==> src/rtl/cpt_pkg.sv <==
// Shared constants and types for the closest-point-on-triangle pipeline.
// No dependencies.
package cpt_pkg;

  localparam int COORD_WIDTH_DEF = 24;
  // operand slice width of the split multipliers
  localparam int MUL_CHUNK = 24;

  typedef enum logic [2:0] {
    RGN_A    = 3'd0,
    RGN_B    = 3'd1,
    RGN_C    = 3'd2,
    RGN_AB   = 3'd3,
    RGN_BC   = 3'd4,
    RGN_CA   = 3'd5,
    RGN_FACE = 3'd6
  } region_t;

endpackage

==> src/rtl/cpt_mul.sv <==
// Two-stage signed multiplier built from MUL_CHUNK x MUL_CHUNK partial products.
// Depends on cpt_pkg.
module cpt_mul #(
  parameter int AW = 25,
  parameter int BW = 25
) (
  input  logic                  clk,
  input  logic                  en,
  input  logic signed [AW-1:0]  a_i,
  input  logic signed [BW-1:0]  b_i,
  output logic signed [AW+BW-1:0] p_o
);
  import cpt_pkg::*;

  localparam int NA  = (AW + MUL_CHUNK - 1) / MUL_CHUNK;
  localparam int NB  = (BW + MUL_CHUNK - 1) / MUL_CHUNK;
  localparam int AXW = NA * MUL_CHUNK;
  localparam int BXW = NB * MUL_CHUNK;
  localparam int PW  = AW + BW;

  logic [AXW-1:0]           amag;
  logic [BXW-1:0]           bmag;
  logic [2*MUL_CHUNK-1:0]   pp_nxt [NA*NB];
  logic [2*MUL_CHUNK-1:0]   pp_r   [NA*NB];
  logic                     neg_r;
  logic [PW-1:0]            acc;
  logic signed [PW-1:0]     p_nxt;
  logic signed [PW-1:0]     p_r;

  // magnitudes, sliced products
  always_comb begin
    amag = a_i[AW-1] ? AXW'(-(AW+1)'(a_i)) : AXW'(a_i);
    bmag = b_i[BW-1] ? BXW'(-(BW+1)'(b_i)) : BXW'(b_i);
    for (int i = 0; i < NA; i++) begin
      for (int j = 0; j < NB; j++) begin
        pp_nxt[i*NB+j] = amag[i*MUL_CHUNK +: MUL_CHUNK] * bmag[j*MUL_CHUNK +: MUL_CHUNK];
      end
    end
  end

  // weighted sum of partials, then sign
  always_comb begin
    acc = '0;
    for (int i = 0; i < NA; i++) begin
      for (int j = 0; j < NB; j++) begin
        acc = acc + (PW'(pp_r[i*NB+j]) << (MUL_CHUNK * (i + j)));
      end
    end
    p_nxt = neg_r ? -$signed(acc) : $signed(acc);
  end

  always_ff @(posedge clk) begin
    if (en) begin
      pp_r  <= pp_nxt;
      neg_r <= a_i[AW-1] ^ b_i[BW-1];
      p_r   <= p_nxt;
    end
  end

  assign p_o = p_r;

endmodule

==> config.mk <==
export PLATFORM = sky130hd
export DESIGN_NAME = cpt_mul
export DESIGN_NICKNAME = d
export VERILOG_FILES = /design/src/rtl/cpt_pkg.sv /design/src/rtl/cpt_mul.sv
export SDC_FILE = /design/constraint.sdc
export NUM_CORES = 2
export LEC_CHECK = 0
export BUFFER_PORTS_ARGS = -buffer_cell sky130_fd_sc_hd__buf_2
export CELL_PAD_IN_SITES_DETAIL_PLACEMENT = 1
export CELL_PAD_IN_SITES_GLOBAL_PLACEMENT = 1
export CORE_UTILIZATION = 33
export DETAILED_ROUTE_END_ITERATION = 10
export PLACE_DENSITY = 0.68
export SLEW_MARGIN = 0
export SYNTH_ARGS = -nofsm -noshare
export SYNTH_HDL_FRONTEND = slang
export SYNTH_SLANG_ARGS = --single-unit
==> constraint.sdc <==
create_clock -name clk -period 28.5 [get_ports clk]
set_clock_uncertainty 0.2 [all_clocks]
set_input_delay 2.85 -clock clk [delete_from_list [all_inputs] [get_ports clk]]
set_output_delay 2.85 -clock clk [all_outputs]
set_load 0.005 [all_outputs]
==> key figures <==
Outcome
  • Status: complete, no violations

Worst setup path
  • Setup crit end kind: flip-flop
  • Dominant delay contributor by cell family on the critical path: adder cells
  • Number of cells on the worst reg-to-reg path: 15
  • Critical path depth in cells: 29
  • WP data arrival: around 14 ns
  • Critical Path Source: a_i[3]
  • Maximum fanout along the worst path: 8
  • Top cell by count, worst path: sky130_fd_sc_hd__fa_1
  • Launching point of the worst reg2reg path: pp_r[169]$_DFFE_PP_
  • Sort of element at the start of the critical path: input pin
  • Required @ worst endpoint: approximately 29 ns
  • Crit-path max cell delay: 0.86 ns
  • Buffering stage count on the worst path with inverters included: 3
  • Critical Path Slowest Stage Cell: sky130_fd_sc_hd__xor2_1
  • Classification of the worst setup path: input pin to flip-flop

Drt
  • DRT antenna net count: 0
  • Detailed-route via count: just over 30k
  • DRC Markers: 0
  • Wire per inst: about 18 microns
  • Ratio of routed vias to standard cells: 4.56
  • Starting DRC count in detailed routing: about 1.5k
  • Final wirelength: 117000 microns
  • Router iterations before antenna repair: 5

Synthesis
  • Yosys synthesis warning count: 0
  • Fraction of registers with async set/reset: 0%
  • Number of flops mapped to enable cells by yosys: around 150
  • Commonest register cell after synthesis: sky130_fd_sc_hd__edfxtp_1
  • Avg Cell Area, Syn: ~10 sq um
  • Sequential fraction of the synthesis area: 10.8%
  • Total standard cell area after synthesis: 0.0426 sq mm
  • Instance count of the mapped netlist: 4255
  • Distinct cell type count after synthesis: 75
  • Flip-flop and latch count after synthesis: approximately 150

Timing
  • Number of hold violations in the final report: 0
  • Setup total negative slack: 0 ns
  • Number of setup violations in the final report: 0
  • Actual transition at the worst max-transition pin: 1.29 ns
  • Clock period minus final worst setup slack: approximately 14 ns
  • Fraction of the cycle the final worst path needs: 48.1%
  • Final number of max-transition violations: 0
  • Setup repair after global routing missed its margin: no
  • Relative slew slack: around 14%
  • Fmax: approximately 73 MHz

Clocking
  • Clock root buffer: sky130_fd_sc_hd__clkbuf_16
  • Total number of H-tree levels: 4
  • CTS clk-pin slew, worst paths: roughly 0.08 ns
  • Sinks on Clock Net: roughly 150
  • Total clock buffers created by CTS: 17
  • Setup fix buffers added after clock tree synthesis: 0
  • CTS tree: yes
  • Number of hold buffers added after CTS: 0
  • Clk Latency, worst-skew pair: slightly below 0.5 ns
  • Deepest clock path buffer count: 2
  • Quantity of gates resized following cts: 0

Die
  • Core Area: around 0.13 sq mm
  • Number of cell rows: 131
  • Full die area: about 0.13 sq mm
  • DIE HEIGHT: about 360 microns
  • Die width: around 360 microns
  • Starting utilization of the core area: between 30% and 40%
  • IO Count: 102

Final layout
  • Layout Cells excl Fill: approximately 6.6k
  • Commonest non-fill, non-tap cell in the layout: sky130_fd_sc_hd__inv_1
  • Fraction of final layout cells sized beyond drive strength 1: just over 5%
  • Synthesis-to-layout area growth: 13.8%
  • Fraction of the core area covered by cells at the end of the flow: between 30% and 40%
  • Leading cell types in the layout, fill and taps excluded: 1108 x sky130_fd_sc_hd__inv_1, 1020 x sky130_fd_sc_hd__fa_1, 599 x sky130_fd_sc_hd__conb_1, 408 x sky130_fd_sc_hd__nand2_1, 373 x sky130_fd_sc_hd__ha_1
  • Number of nets at the end of the flow: about 6.4k
  • Final Instance Area: roughly 0.049 sq mm

Global routing
  • Number of global-route vias before repair: approximately 35k
  • First-pass GRT wire length: ~190000 microns
  • Global-route congestion overflow total: 0
  • Overall global routing resource usage: about a fifth
  • Maximum number of pins on one net before global-route repair: 60
  • Number of antenna violations at the first check in global routing: 14

Run
  • Max capacitance violation total: 0

Place
  • Routability congestion estimate: 0.886
  • Input/output buffers: around 100
  • Placed inst area: ~0.048 sq mm
  • Half-perimeter wire length of the detailed placement result: between 100000 and 150000 microns
  • Placed Instances: roughly 6.6k

Hold path
  • Hold WC Path Type: flip-flop to flip-flop
  • Count of cells along the worst hold path: 0
  • Hold wc startpoint: pp_r[144]$_DFFE_PP_
[logic make-up (layout without fill, tap and decap cells)]
| family | count (synthesis) | after routing | synth area share, % |
|---|---|---|---|
| fa+ha+maj | 1393 | 1393 | 58.8 |
| buf+inv | 1201 | 1313 | 10.6 |
| simple gates | 910 | 910 | 9.17 |
| compound gates | 326 | 326 | 5.04 |
| xor+xnor | 268 | 268 | 5.51 |
| flops | 153 | 153 | 10.8 |
| other cells | 2 | 602 | 0.0176 |
| mux | 2 | 2 | 0.0470 |
[worst register-to-register path: stages (launching register included)]
cell and delay, ns:
sky130_fd_sc_hd__edfxtp_1 0.43, sky130_fd_sc_hd__fa_1 0.46, sky130_fd_sc_hd__ha_1 0.24, sky130_fd_sc_hd__fa_1 0.41, sky130_fd_sc_hd__a21o_1 0.22, sky130_fd_sc_hd__a21boi_2 0.20
sky130_fd_sc_hd__nor3b_2 0.09, sky130_fd_sc_hd__o41ai_2 0.52, sky130_fd_sc_hd__o31a_2 0.29, sky130_fd_sc_hd__o21bai_1 0.11, sky130_fd_sc_hd__a211o_1 0.31, sky130_fd_sc_hd__a21o_1 0.21
sky130_fd_sc_hd__or3_4 0.36, sky130_fd_sc_hd__or4_4 0.54, sky130_fd_sc_hd__o41ai_2 0.35, sky130_fd_sc_hd__xnor2_1 0.11
[cell type report]
class                   count  area (sq um)
diodes                      3          7.51
clock buffers              18           429
clock inverters            14           180
fillers                 14894         79300
inverters                1109          4160
multi-input cells        3498         36000
flip-flops and latches    153          4590
well taps                1662          2080
repair buffers            172          1040
[worst paths after layout]
path                                       endpoint  slack, ns
worst min-delay path               p_o[0]$_DFFE_PP_       0.31
worst max register to register    p_o[49]$_DFFE_PP_      23.20
worst max-delay path            pp_r[191]$_DFFE_PP_      14.79
worst min register to register     p_o[0]$_DFFE_PP_       0.31
[state kept, by name, summed over array words and instances (netlist names)]
| name | cells |
|---|---|
| neg_r | 1 |
| p_o | 50 |
| pp_r | 102 |
[routing by layer]
metal | GRT usage [%] | vias up | part of all wire (%)
li1 | - | 13527 | -
met1 | 24.1 | 15832 | 42
met2 | 33.3 | 660 | 50
met3 | 2.13 | 178 | 4.5
met4 | 6.14 | 4 | 3.7
met5 | 0 | - | 0.022
[cells in the mapped netlist, types with 21 or more instances]
cell type	n	area (sq um)
sky130_fd_sc_hd__and2_1	26	163
sky130_fd_sc_hd__inv_1	1108	4160
sky130_fd_sc_hd__clkbuf_1	88	330
sky130_fd_sc_hd__nor2_1	309	1160
sky130_fd_sc_hd__a21o_1	33	248
sky130_fd_sc_hd__edfxtp_1	153	4590
sky130_fd_sc_hd__o21a_1	22	165
sky130_fd_sc_hd__nand2b_1	24	150
sky130_fd_sc_hd__nand3_1	21	105
sky130_fd_sc_hd__nor3_1	28	140
sky130_fd_sc_hd__a21oi_1	83	415
sky130_fd_sc_hd__xnor2_1	200	1750
sky130_fd_sc_hd__o21ai_0	73	365
sky130_fd_sc_hd__xor2_1	68	596
sky130_fd_sc_hd__nand2_1	408	1530
sky130_fd_sc_hd__fa_1	1020	20400
sky130_fd_sc_hd__ha_1	373	4670
sky130_fd_sc_hd__o31ai_1	23	173
[through the flow]
| step | setup slack [ns] | hold WS, ns |
|---|---|---|
| 6_report | 14.79 | 0.310 |
| 5_1_grt | 14.43 | 0.339 |
| 4_1_cts | 14.99 | 0.311 |
| 3_5_place_dp | 14.45 | 0.295 |
| 3_3_place_gp | 14.64 | 0.302 |
| 2_1_floorplan | 16.32 | 0.274 |
Power is left out: the tool's default activity adds up to more than one toggle a clock period on the data nets, which glitch-free logic cannot reach.
